File: src/design/swm_pkg.sv
`timescale 1ns / 1ps
// Shared types and constants for the sliding window median filter.
// No dependencies; used by every module of the block.
package swm_pkg;

    localparam int DATA_W         = 32;
    localparam int WS_W           = 7;
    localparam int MAX_WINDOW_DEF = 64;

    // Result queue: one entry in flight from the capture stage plus two buffered
    localparam int OFIFO_DEPTH = 3;
    localparam int OFIFO_PTR_W = 2;

    // Broadcast to every cell of the sorted chain
    typedef struct packed {
        logic              clr;     // drop the whole window before this sample
        logic              ins;     // insert sample, age the survivors
        logic              evict;   // remove the oldest entry
        logic [DATA_W-1:0] sample;
    } cell_ctrl_t;

endpackage

File: src/design/swm_ofifo.sv
`timescale 1ns / 1ps
// Small result queue in front of the master stream port.
// Depends on swm_pkg for depth and data width.
module swm_ofifo (
    input  logic                               clk,
    input  logic                               rst_n,
    input  logic                               push,
    input  logic [swm_pkg::DATA_W-1:0]         push_data,
    output logic [swm_pkg::OFIFO_PTR_W-1:0]    count,
    output logic                               m_tvalid,
    input  logic                               m_tready,
    output logic [swm_pkg::DATA_W-1:0]         m_tdata
);

    localparam logic [swm_pkg::OFIFO_PTR_W-1:0] LAST_PTR =
        swm_pkg::OFIFO_PTR_W'(swm_pkg::OFIFO_DEPTH - 1);

    logic [swm_pkg::DATA_W-1:0]      mem_reg [swm_pkg::OFIFO_DEPTH];
    logic [swm_pkg::OFIFO_PTR_W-1:0] wr_ptr_reg, wr_ptr_next;
    logic [swm_pkg::OFIFO_PTR_W-1:0] rd_ptr_reg, rd_ptr_next;
    logic [swm_pkg::OFIFO_PTR_W-1:0] cnt_reg, cnt_next;
    logic                            pop;

    assign m_tvalid = (cnt_reg != '0);
    assign m_tdata  = mem_reg[rd_ptr_reg];
    assign count    = cnt_reg;
    assign pop      = m_tvalid & m_tready;

    always_comb
    begin
        wr_ptr_next = wr_ptr_reg;
        rd_ptr_next = rd_ptr_reg;
        cnt_next    = cnt_reg;
        if (push)
        begin
            wr_ptr_next = (wr_ptr_reg == LAST_PTR) ? '0 : wr_ptr_reg + 1'b1;
        end
        if (pop)
        begin
            rd_ptr_next = (rd_ptr_reg == LAST_PTR) ? '0 : rd_ptr_reg + 1'b1;
        end
        if (push && !pop)
        begin
            cnt_next = cnt_reg + 1'b1;
        end
        else if (pop && !push)
        begin
            cnt_next = cnt_reg - 1'b1;
        end
    end

    always_ff @(posedge clk or negedge rst_n)
    begin
        if (!rst_n)
        begin
            wr_ptr_reg <= '0;
            rd_ptr_reg <= '0;
            cnt_reg    <= '0;
        end
        else
        begin
            wr_ptr_reg <= wr_ptr_next;
            rd_ptr_reg <= rd_ptr_next;
            cnt_reg    <= cnt_next;
        end
    end

    always_ff @(posedge clk)
    begin
        if (push)
        begin
            mem_reg[wr_ptr_reg] <= push_data;
        end
    end

endmodule

File: config.mk
export PLATFORM = sky130hd
export DESIGN_NAME = swm_ofifo
export DESIGN_NICKNAME = d
export VERILOG_FILES = /design/src/design/swm_pkg.sv /design/src/design/swm_ofifo.sv
export SDC_FILE = /design/constraint.sdc
export NUM_CORES = 1
export LEC_CHECK = 0
export CORE_AREA = 5 5 90 92
export DETAILED_ROUTE_END_ITERATION = 12
export DIE_AREA = 0 0 95 97
export DONT_BUFFER_PORTS = 1
export PLACE_DENSITY = 0.72
export SYNTH_ARGS = -nofsm -noshare
export SYNTH_HDL_FRONTEND = slang
export SYNTH_SLANG_ARGS = --single-unit
File: constraint.sdc
create_clock -name clk -period 3.65 [get_ports clk]
set_clock_uncertainty 0.2 [all_clocks]
set_input_delay 0.1825 -clock clk [delete_from_list [all_inputs] [get_ports clk]]
set_output_delay 0.1825 -clock clk [all_outputs]
set_load 0.01 [all_outputs]
Word-level counts from Yosys, hierarchy flattened. Memory sizes are Yosys's and may differ from the RTL's. Cells that the tools add are included.

Flip-flop bits (word level): 6. Latch bits: 0. Memory bits (writable): 96. Bits in read-only memories: 0. Bits of input ports: 36. Logic and storage cells: 23. Memories: 1.

Add/sub/neg operators: 4. Multiply operators: 0. Divide/modulo/power cells: 0. Order comparisons: 0. Equality and inequality tests: 2. Shift-type cells: 0. Mux-type cells: 6. Bitwise gates (word level): 1. Reductions and logical operators: 6.

Memories: mem_reg (words 3, bits a word 32, read ports 1, clocked after memory_dff 0, wr ports 1, RTL line swm_ofifo.sv:18) `logic [swm_pkg::DATA_W-1:0] mem_reg [swm_pkg::OFIFO_DEPTH];`.

Operators with widths (count): 2-bit two-way mux (4); 2-bit by 1-bit adder with 2-bit output, second input constant (3); 2-bit == test, second input constant (2); 2-bit nonzero test (2); 1-bit logical AND (2); 1-bit zero test (2); 1-bit two-way mux (2); 2-bit by 1-bit subtractor with 2-bit output, second input constant (1); 1-bit AND (1).

Longest topological paths before layout.
Depth after elaboration: 5. Gate-level depth with buffers: 5.

Worst setup path before layout. No wires, ideal clock.

Path type: register to register. From: reg wr_ptr_reg[0] (netlist name). To: mem mem_reg[2][0] (netlist name) (enable). Library setup time: 0.468 ns. Arrival: 2.801 ns. Slack: 0.181 ns. Stages on the path, launching flop included: 2. Period minus slack after synthesis: 3.469 ns. Cells stage by stage: dfrtp_1 nor3b_1.

RTL lines: start, declared (RTL line swm_ofifo.sv:19) `logic [swm_pkg::OFIFO_PTR_W-1:0] wr_ptr_reg, wr_ptr_next;`; start signal, assigned (RTL line swm_ofifo.sv:62) `wr_ptr_reg <= wr_ptr_next;`; end, declared (RTL line swm_ofifo.sv:18).

Straight into the memory's write port.

Worst setup path in the final report.
From: reg rd_ptr_reg[0] (netlist name). To: out m_tdata[1] (netlist name).

Longest elaborated chain between the ends: 1.

Ends and longest elaborated chain: start, declared (RTL line swm_ofifo.sv:20) `logic [swm_pkg::OFIFO_PTR_W-1:0] rd_ptr_reg, rd_ptr_next;`; start signal, assigned (RTL line swm_ofifo.sv:63) `rd_ptr_reg <= rd_ptr_next;`; memory read 3 x 32 bit; end, declared (RTL line swm_ofifo.sv:12) `output logic [swm_pkg::DATA_W-1:0] m_tdata`.

Every way passes these cells.

==> metrics.cfg <==
[drt]
ant_nets=0
wl_um=6320
viasPerCell=5.15
wl_per_cell_um=17.0
via_count=1911
first_pass_iters=4
drtIter0Drc=95
drc=0

[placed_design]
dpl_cell_area_sq_um=3920
port_buffers=0
dpl.hpwl_um=3570
place.gp.congestion=0.665

[global_routing]
met1_usage_pct=16.2
grtUsageMet2_pct=24.8
antenna_found_initial=0
grt_pass1_vias=2012
met3_usage_pct=3.72
grt_max_degree=68
grt_pass1_wl_um=9830
grt_busiest_layer=met2
grt_overflow=0
grt_use_total_pct=14.2

[sta]
finalSetupTns_ps=0
maxSlewViolCount=0
fmax_mhz=425
post-route-period-util_pct=64.5
worst_pin_slew_ps=1060
rsz0062_at_grt=no
period_minus_slack_ps=2360
hold_viol=0
setup_viol=0
max_slew_margin_pct=29.1

[logic_synthesis]
syn-num-nets=265
syn_area_sq_um=3860
synth_edf_count=96
syn_area_per_cell_sq_um=16.9
synthArstFlopShare_pct=5.88
postSynthCellCount=228
yosysUniqueCellTypes=22
synth_ff_type=edfxtp_1
synth.ff_latch_count=102
ys_warn_count=0
synth-seq-area-share_pct=78.5

[min_path]
hold_depth=2
hp-class=primary input to flop
hp-start=push

[worst_setup_path]
timing.rr.start=wr_ptr_reg[0]
crit_start=rd_ptr_reg[0]
r2r.worst_path.cells=2
cp_max_fo=35
crit_path_start_kind=flop
crit_type=flop to primary output
cp-end-kind=primary output
cp.arrival_ps=1970
required_ps=3270

[flow_run]
max_cap_viol_count=0

[cts]
clkLatencyLatePin_ps=340
clock-sinks=102
cts_hold_buf=36
cts_tree=built
cts_buffers=9
clock_path_buffers=2
ctsHtreeMaxLevel=3
clk_pin_slew_ps=90
cts_root_buffer=clkbuf_8
post_cts_buffers=0
ctsResizeCount=0

[floorplanning]
die_area_sq_um=9220
initial_core_util_pct=54.1
die_y_um=97
rows=31
design.core.area_sq_um=7140
die_w_um=95
num_io_pins=71

[cells_and_area]
multi_input_area_sq_um=738
ff_latch_area_sq_um=3040
largest_register_ffs=96
drive_gt1_share_pct=8.82
area_growth_pct=15.2
fillers=540
stdcell_area_sq_um=4450
n_antenna_cell=0
fin_nets=304

[run_status]
outcome=finished, final reports clean

[power_and_ir_drop]
ir_drop_mv=0.358
power_density_nw_per_um2=691
leakagePower_nw=1.52
power.total_w=0.00308

[metrics by stage]
| stage | setup slack (ps) | utilization, % | instances | hold WS (ps) |
|---|---|---|---|---|
| detailed placement | 1640 | 55.0 | 319 | -313 |
| global route | 1150 | 62.4 | 371 | 144 |
| finish | 1290 | 62.4 | 371 | 126 |
| CTS | 1240 | 62.4 | 371 | 122 |
| floorplan | 181 | - | 228 | -313 |
| global placement | 1680 | 55.0 | 319 | -313 |
[synthesized netlist by cell type, drive strengths merged, types with 2 or more instances]
cell | instances | area [sq um]
dfrtp | 6 | 150
xor2 | 2 | 17.5
nor3 | 2 | 10.0
o21ai | 34 | 174
nand2 | 34 | 128
edfxtp | 96 | 2880
a21o | 3 | 22.5
buf | 8 | 93.8
mux2i | 32 | 320
nor2 | 2 | 7.51
clkbuf | 3 | 11.3
[cell families after synthesis]
family                     share of synthesized area (%)
AOI/OAI and AO/OA                                   5.09
xor gates and xnor gates                           0.680
adders and majority gates                          0.324
buffers and inverters                               2.82
DFF                                                 78.5
muxes                                               8.29
and+or+nand+nor                                     4.28
[report_power, final]
part	leakage, nW	internal, W	switching [W]
sequential	0.957	0.00151	0.000264
combinational	0.479	0.000280	0.000426
clock	0.0837	0.000246	0.000354
total	1.52	0.00203	0.00104
[critical path, cell delays in order (launching register included)]
cell	delay [ps]
dfrtp_2	1080
mux2i_1	170
o21ai_0	370
[metal layers]
| metal | wire length (um) | vias to the layer above |
|---|---|---|
| li1 | - | 932 |
| met1 | 2610 | 922 |
| met2 | 3300 | 47 |
| met3 | 316 | 10 |
| met4 | 99 | 0 |
| met5 | 0 | - |
[path summary, 6_finish.rpt]
path	endpoint	slack [ps]
worst max-delay path	m_tdata[1]	1290
worst min-delay path	mem_reg[1][0]	130
worst max register to register	mem_reg[1][29]	1750
worst min register to register	wr_ptr_reg[0]	380
max in group asynchronous	rd_ptr_reg[1]	2520
min in group asynchronous	wr_ptr_reg[0]	470
[cells in the final DEF (no fill, tap or decap), types with 3 or more instances in the layout]
| cell type | netlist | routed |
|---|---|---|
| o21ai_0 | 5 | 5 |
| a21o_1 | 3 | 3 |
| o21ai_1 | 28 | 28 |
| dlygate4sd3_1 | 0 | 36 |
| clkbuf_8 | 0 | 9 |
| dfrtp_1 | 6 | 4 |
| buf_4 | 1 | 3 |
| nand2_1 | 34 | 34 |
| edfxtp_1 | 96 | 96 |
| mux2i_1 | 32 | 32 |
[layout make-up]
cell class,count,share of cell area (%)
Sequential cell,102,68.2
Multi-Input combinational cell,114,16.6
Timing Repair Buffer,39,8.60
Clock buffer,10,2.87
Tap cell,99,2.78
Clock inverter,6,0.872
Inverter,1,0.0843
No activity file was read; power rests on OpenSTA's default activity.
