[src/design/swm_pkg.sv]
`timescale 1ns / 1ps
// Shared types and constants for the sliding window median filter.
// No dependencies; used by every module of the block.
package swm_pkg;

    localparam int DATA_W         = 32;
    localparam int WS_W           = 7;
    localparam int MAX_WINDOW_DEF = 64;

    // Result queue: one entry in flight from the capture stage plus two buffered
    localparam int OFIFO_DEPTH = 3;
    localparam int OFIFO_PTR_W = 2;

    // Broadcast to every cell of the sorted chain
    typedef struct packed {
        logic              clr;     // drop the whole window before this sample
        logic              ins;     // insert sample, age the survivors
        logic              evict;   // remove the oldest entry
        logic [DATA_W-1:0] sample;
    } cell_ctrl_t;

endpackage

[src/design/swm_cell.sv]
`timescale 1ns / 1ps
// One cell of the sorted window chain: holds one sample and its age.
// Depends on swm_pkg; neighbors are wired by sliding_window_median.
module swm_cell #(
    parameter int AGE_W = 6
) (
    input  logic                          clk,
    input  logic                          rst_n,
    input  swm_pkg::cell_ctrl_t           ctrl,
    input  logic [AGE_W-1:0]              oldest_age,
    input  logic                          left_vld,
    input  logic [AGE_W-1:0]              left_age,
    input  logic [swm_pkg::DATA_W-1:0]    left_val,
    input  logic                          left_le,
    input  logic                          right_vld,
    input  logic [AGE_W-1:0]              right_age,
    input  logic [swm_pkg::DATA_W-1:0]    right_val,
    input  logic                          right_le,
    input  logic                          below_in,
    output logic                          below_out,
    output logic                          vld,
    output logic [AGE_W-1:0]              age,
    output logic [swm_pkg::DATA_W-1:0]    val,
    output logic                          le
);

    logic                       vld_reg, vld_next;
    logic [AGE_W-1:0]           age_reg, age_next;
    logic [swm_pkg::DATA_W-1:0] val_reg, val_next;
    logic                       ev;
    logic                       at_or_past;
    logic                       r_vld;
    logic [AGE_W-1:0]           r_age;
    logic [swm_pkg::DATA_W-1:0] r_val;
    logic                       r_le;
    logic                       l_vld;
    logic [AGE_W-1:0]           l_age;
    logic [swm_pkg::DATA_W-1:0] l_val;
    logic                       l_le;

    assign vld = vld_reg & ~ctrl.clr;
    assign age = age_reg;
    assign val = val_reg;
    assign le  = vld && ($signed(val_reg) <= $signed(ctrl.sample));
    assign ev  = ctrl.evict && vld && (age_reg == oldest_age);

    // Once the evicted entry lies at or below this cell, everything moves down by one
    assign at_or_past = below_in | ev;
    assign below_out  = at_or_past;

    // Window after removal, seen at this slot and at the slot below it
    always_comb
    begin
        if (at_or_past)
        begin
            r_vld = right_vld;
            r_age = right_age;
            r_val = right_val;
            r_le  = right_le;
        end
        else
        begin
            r_vld = vld;
            r_age = age_reg;
            r_val = val_reg;
            r_le  = le;
        end
        if (below_in)
        begin
            l_vld = vld;
            l_age = age_reg;
            l_val = val_reg;
            l_le  = le;
        end
        else
        begin
            l_vld = left_vld;
            l_age = left_age;
            l_val = left_val;
            l_le  = left_le;
        end
    end

    always_comb
    begin
        vld_next = r_vld;
        age_next = r_age;
        val_next = r_val;
        if (ctrl.ins)
        begin
            if (r_le)
            begin
                age_next = r_age + 1'b1;
            end
            else if (l_le)
            begin
                vld_next = 1'b1;
                age_next = '0;
                val_next = ctrl.sample;
            end
            else
            begin
                vld_next = l_vld;
                age_next = l_age + 1'b1;
                val_next = l_val;
            end
        end
    end

    always_ff @(posedge clk or negedge rst_n)
    begin
        if (!rst_n)
        begin
            vld_reg <= 1'b0;
        end
        else
        begin
            vld_reg <= vld_next;
        end
    end

    always_ff @(posedge clk)
    begin
        age_reg <= age_next;
        val_reg <= val_next;
    end

endmodule

[config.mk]
export PLATFORM = sky130hd
export DESIGN_NAME = swm_cell
export DESIGN_NICKNAME = d
export VERILOG_FILES = /design/src/design/swm_pkg.sv /design/src/design/swm_cell.sv
export SDC_FILE = /design/constraint.sdc
export NUM_CORES = 1
export LEC_CHECK = 0
export BUFFER_PORTS_ARGS = -buffer_cell sky130_fd_sc_hd__buf_4
export CORE_MARGIN = 2
export CORE_UTILIZATION = 49
export CTS_CLUSTER_DIAMETER = 200
export DETAILED_ROUTE_END_ITERATION = 8
export PLACE_DENSITY = 0.87
export SLEW_MARGIN = 30
export SYNTH_ARGS = -nofsm -noshare
export SYNTH_HDL_FRONTEND = slang
export SYNTH_SLANG_ARGS = --single-unit
[constraint.sdc]
create_clock -name clk -period 3.8 [get_ports clk]
set_clock_uncertainty 0.2 [all_clocks]
set_input_delay 0.19 -clock clk [delete_from_list [all_inputs] [get_ports clk]]
set_output_delay 0.19 -clock clk [all_outputs]
set_load 0.03 [all_outputs]
* Word level (Yosys, flattened, before mapping)
Index checks and enable logic that the tools add are counted.
** Cells by class
- Add/sub/neg operators :: 2
- $lt $le $gt $ge :: 1
- Equality and inequality tests :: 2
- Multiplexer cells :: 17
- Bitwise operators :: 3
- Reduce and logical (&&, ||, !) cells :: 3
** Operator list (count)
- two-way mux 32 bit :: 5
- <= comparator 32 bit :: 1
- two-way mux 6 bit :: 5
- adder 6 x 1 -> 6 bit, second input constant :: 2
- two-way mux 1 bit :: 7
- == test 6 bit :: 1
- != test 4 x 2 -> 1 bit, second input constant :: 1
- logical AND 1 bit :: 3
- bitwise AND 1 bit :: 1
- inverter 1 bit :: 1
- bitwise OR 1 bit :: 1
** Word-level totals
- Register bits :: 39
- Input bits :: 124
- Output and inout bits :: 41
- Word-level logic and storage cells :: 31

* Longest topological paths before layout
- Depth in word-level cells :: 9
- Mapped depth :: 11
- Mapped depth without buffers :: 10

* Worst setup path before layout
No wires, ideal clock.
- Kind :: reg2reg
- From :: reg val_reg, in the netlist val[9]
- To :: reg val_reg, in the netlist val[0], enable pin
- Library setup time :: 0.390 ns
- Data arrival time :: 3.449 ns
- Required time :: 3.210 ns
- Path slack :: -0.238 ns
- Stages on the path, launching flop included :: 10
- Buffers on the path :: 0
- Period minus slack after synthesis :: 4.038 ns
- Cells stage by stage :: edfxtp_1 > ha_1 > and3_1 > o21ai_1 > a21oi_1 > or4_1 > nor3_2 > nor3b_1 > nor2_1 > or3_1
** Between the ends
- Word-level cells in the longest chain between the ends :: 4
- Elaborated cells on any way between the ends :: 5
- Those cells by class :: order compare: 1; eq/ne: 1; mux: 2; reduce/logical: 1
** RTL lines
- start: declaration :: line swm_cell.sv:29 : logic [swm_pkg::DATA_W-1:0] val_reg, val_next;
- start signal: assignment :: line swm_cell.sv:125 : val_reg <= val_next;
- <= comparator 32 bit (*) :: line swm_cell.sv:44 : assign le = vld && ($signed(val_reg) <= $signed(ctrl.sample));
- logical AND 1 bit (*) :: line swm_cell.sv:44
- net le :: line swm_cell.sv:24 : output logic le
- two-way mux 1 bit, on equally long branches :: line swm_cell.sv:54, swm_cell.sv:68
- != test 4 x 2 -> 1 bit (no line) (*)
The timed path passes the listed nets; every way through them passes the cells marked *.
A chain may end at the register's enable or synchronous reset.

* Final worst setup path
- From :: reg val_reg, in the netlist val[31]
- To :: reg val_reg, in the netlist val[30], enable pin
** Between the ends
- Word-level cells in the longest chain between the ends :: 4
- Elaborated cells on any way between the ends :: 5
- Those cells by class :: order compare: 1; eq/ne: 1; mux: 2; reduce/logical: 1
** RTL lines (line)
- <= comparator 32 bit (*) :: swm_cell.sv:44
- logical AND 1 bit (*) :: swm_cell.sv:44
- two-way mux 1 bit, on equally long branches :: swm_cell.sv:54, swm_cell.sv:68
- != test 4 x 2 -> 1 bit (no line) (*)
Mark *: on every way between the ends. The rest lies on a longest branch, timed or not.

==> impl_metrics.env <==
export IMPL_cts_buffers=5
export IMPL_min_period_ps=3545
export IMPL_grt_max_degree=34
export IMPL_rsz0062_at_grt="no"
export IMPL_fin_util_pct=70.42
export IMPL_diodes=0
export IMPL_end_kind="register"
export IMPL_fmax_mhz=282.1
export IMPL_cts_sinks=39
export IMPL_nNetsFinal=686
export IMPL_synth_edf_count=32
export IMPL_post_cts_buffers=0
export IMPL_slew_viol_final=0
export IMPL_drtPass1Iterations=5
export IMPL_drc=0
export IMPL_largest_reg_flops=32
export IMPL_yosysMostFrequentCell="mux2i_1"
export IMPL_grt_pass1_vias=3615
export IMPL_path_cells="ha_1 -> nand4_2 -> nor4_2 -> nand2b_1 -> mux2i_1 -> o31ai_4 -> nand2_4 -> or3_2"
export IMPL_power_switching_mw=0.9508
export IMPL_ys_ff_latch=39
export IMPL_worst_r2r_cell_count=8
export IMPL_setup_viol=0
export IMPL_wl_um=10210
export IMPL_r2r_end="val[30]"
export IMPL_dieArea_um2=8248
export IMPL_worst_pin_slew_ps=792.0
export IMPL_routed_via_density=5.408
export IMPL_clockBufferDepth=2
export IMPL_vias=3396
export IMPL_synthSimpleGateAreaFrac_pct=9.316
export IMPL_clkTransAtPathRegs_ps=80
export IMPL_ys_seq_area_share_pct=29.95
export IMPL_synthesis_nets=523
export IMPL_clk_latency_ps=300
export IMPL_drive_gt1_share_pct=35.54
export IMPL_pwr_share_clk_pct=15.4
export IMPL_grt_usage_pct=25.02
export IMPL_leakagePower_nw=2.719
export IMPL_hold_buffers=2
export IMPL_top_level_ports=165
export IMPL_synth_distinct_cells=50
export IMPL_slowest_stage="or3_2"
export IMPL_cts_root_buf="clkbuf_8"
export IMPL_synth_area_top_cells="mux2i_1, edfxtp_1, ha_1"
export IMPL_yosysWarnings=0
export IMPL_slowest_delay_ps=770
export IMPL_critical_path_class="register to register"
export IMPL_hold_depth=3
export IMPL_synth_common_cells="mux2i_1, inv_1, ha_1, edfxtp_1, nand2_1"
export IMPL_grt_pass1_wl_um=16860
export IMPL_worstPathRequired_ps=3530
export IMPL_placed_area_um2=5007
export IMPL_final_hold_violation_count=0
export IMPL_synth_top_family_by_area="multiplexers"
export IMPL_synth_xor_area_share_pct=2.371
export IMPL_worstHoldEndpoint="vld_reg"
export IMPL_start_util_pct=50.65
export IMPL_min_period_over_period_pct=93.29
export IMPL_worstPathArrival_ps=3270
export IMPL_rows=31
export IMPL_critPathLaunchType="register"
export IMPL_drtAntennaViolNets=0
export IMPL_drv_cap=0
export IMPL_swShare_pct=41.57
export IMPL_holdCritStartpoint="left_vld"
export IMPL_ir_drop_mv=0.2359
export IMPL_outcome="complete, no violations"
export IMPL_synth_adder_area_share_pct=11.52
export IMPL_synthCells=365
export IMPL_ctsHtreeMaxLevel=2
export IMPL_r2r_start="val[31]"
export IMPL_dp_hpwl_um=7923
export IMPL_power_frac_comb_pct=53.4
export IMPL_core_um2=7292
export IMPL_power_density_nw_per_um2=445.4
export IMPL_seqPwrFrac_pct=31.2
export IMPL_synth_ff_type="edfxtp_1"
export IMPL_antenna_found_initial=0
export IMPL_synth_mux_area_share_pct=29.34
export IMPL_yosysTopAreaCell="mux2i_1"
export IMPL_async_flop_share_pct=2.564
export IMPL_wl_per_cell_um=16.25
export IMPL_cts_resized=0
export IMPL_syn2layout_area_growth_pct=39.02
export IMPL_syn_area_per_cell_um2=10.12
export IMPL_grt_overflow=0
export IMPL_r2r_slack_ps=260
export IMPL_min_path_type="primary input to register"
export IMPL_synth_compound_area_share_pct=10.60
export IMPL_worstPathMaxFanout=32
export IMPL_dr_first_iter_drc_count=138
export IMPL_die_width_um=90.82
export IMPL_slew_headroom_pct=47.20
export IMPL_io_buffers=164
export IMPL_finalPower_mw=2.287
export IMPL_gp_congestion=0.8566
export IMPL_cts_tree="yes"
export IMPL_synth_area_um2=3694
export IMPL_fin_area_um2=5135
export IMPL_fin_setup_tns_ps=0
export IMPL_netlist_area_leader_share_pct=28.73
export IMPL_die_y_um=90.82
export IMPL_intPower_mw=1.336
==> per-layer routing <==
layer  vias to the layer above  routed length (um)  track usage (%)
li1                       1681                   -                -
met5                         -                   0                0
met3                        10                 572            3.840
met1                      1585                4108            28.69
met4                         0                 153            7.449
met2                       120                5374            47.51
==> cells by family after synthesis <==
family | Yosys count
simple gates | 62
flops | 39
mux | 108
xor+xnor | 10
fa+ha+maj | 34
buf+inv | 58
compound gates | 54
==> final cells by class <==
type	count	area, um2
inverter	43	161.4
clock buffer	5	68.82
fill	565	2157
timing repair buffer	171	1301
multi-input combinational	268	2335
clock inverter	3	38.79
sequential	39	1106
tap	99	123.9
==> how the worst max path moves through the flow <==
stage                     slack, ps  cells past startpoint  endpoint  startpoint
final                           260                      8   val[30]     val[31]
after global routing              1                      9    val[7]     val[31]
after CTS                       250                      9    val[0]     val[10]
after detailed placement        260                      9   val[13]     val[10]
after global placement          340                      8   val[12]     val[31]
after floorplan                  50                      9    val[0]      val[9]
==> stage by stage <==
stage	setup WS, ps	cells	hold slack, ps
final	255.0	628	19.47
after detailed placement	264.5	618	-231.8
after floorplan	49.42	365	-305.6
after global routing	1.500	628	23.39
after global placement	338.2	618	-232.0
after CTS	251.6	628	6.090
==> power by group through the flow <==
| stage | Clock (mW) | Combinational [mW] | Sequential (mW) |
|---|---|---|---|
| 4_1_cts | 0.356 | 1.23 | 0.712 |
| 3_3_place_gp | 0 | 1.19 | 0.713 |
| 5_1_grt | 0.371 | 1.32 | 0.729 |
| 2_1_floorplan | 0 | 0.590 | 0.917 |
| 6_report | 0.353 | 1.22 | 0.713 |
| 3_5_place_dp | 0 | 1.22 | 0.722 |
==> cells in the final DEF (no fill, tap or decap), types with 5 or more instances in the layout <==
master | Yosys | final
a21oi_1 | 17 | 17
buf_4 | 4 | 168
clkbuf_8 | 0 | 5
dfxtp_1 | 6 | 6
edfxtp_1 | 32 | 32
ha_1 | 34 | 34
inv_1 | 43 | 43
mux2i_1 | 106 | 106
nand2_1 | 18 | 18
nand3_1 | 6 | 6
nand4_1 | 6 | 6
nor2_1 | 8 | 8
o21ai_1 | 7 | 7
xnor2_1 | 8 | 8
==> worst max-delay path, delay by kind of cell, from the launching register on <==
family | cells | cell delay (ps)
mux | 1 | 180
flops | 1 | 420
simple gates | 5 | 1550
fa+ha+maj | 1 | 430
compound gates | 1 | 360
Note: power is estimated with default switching activity, not from simulation.
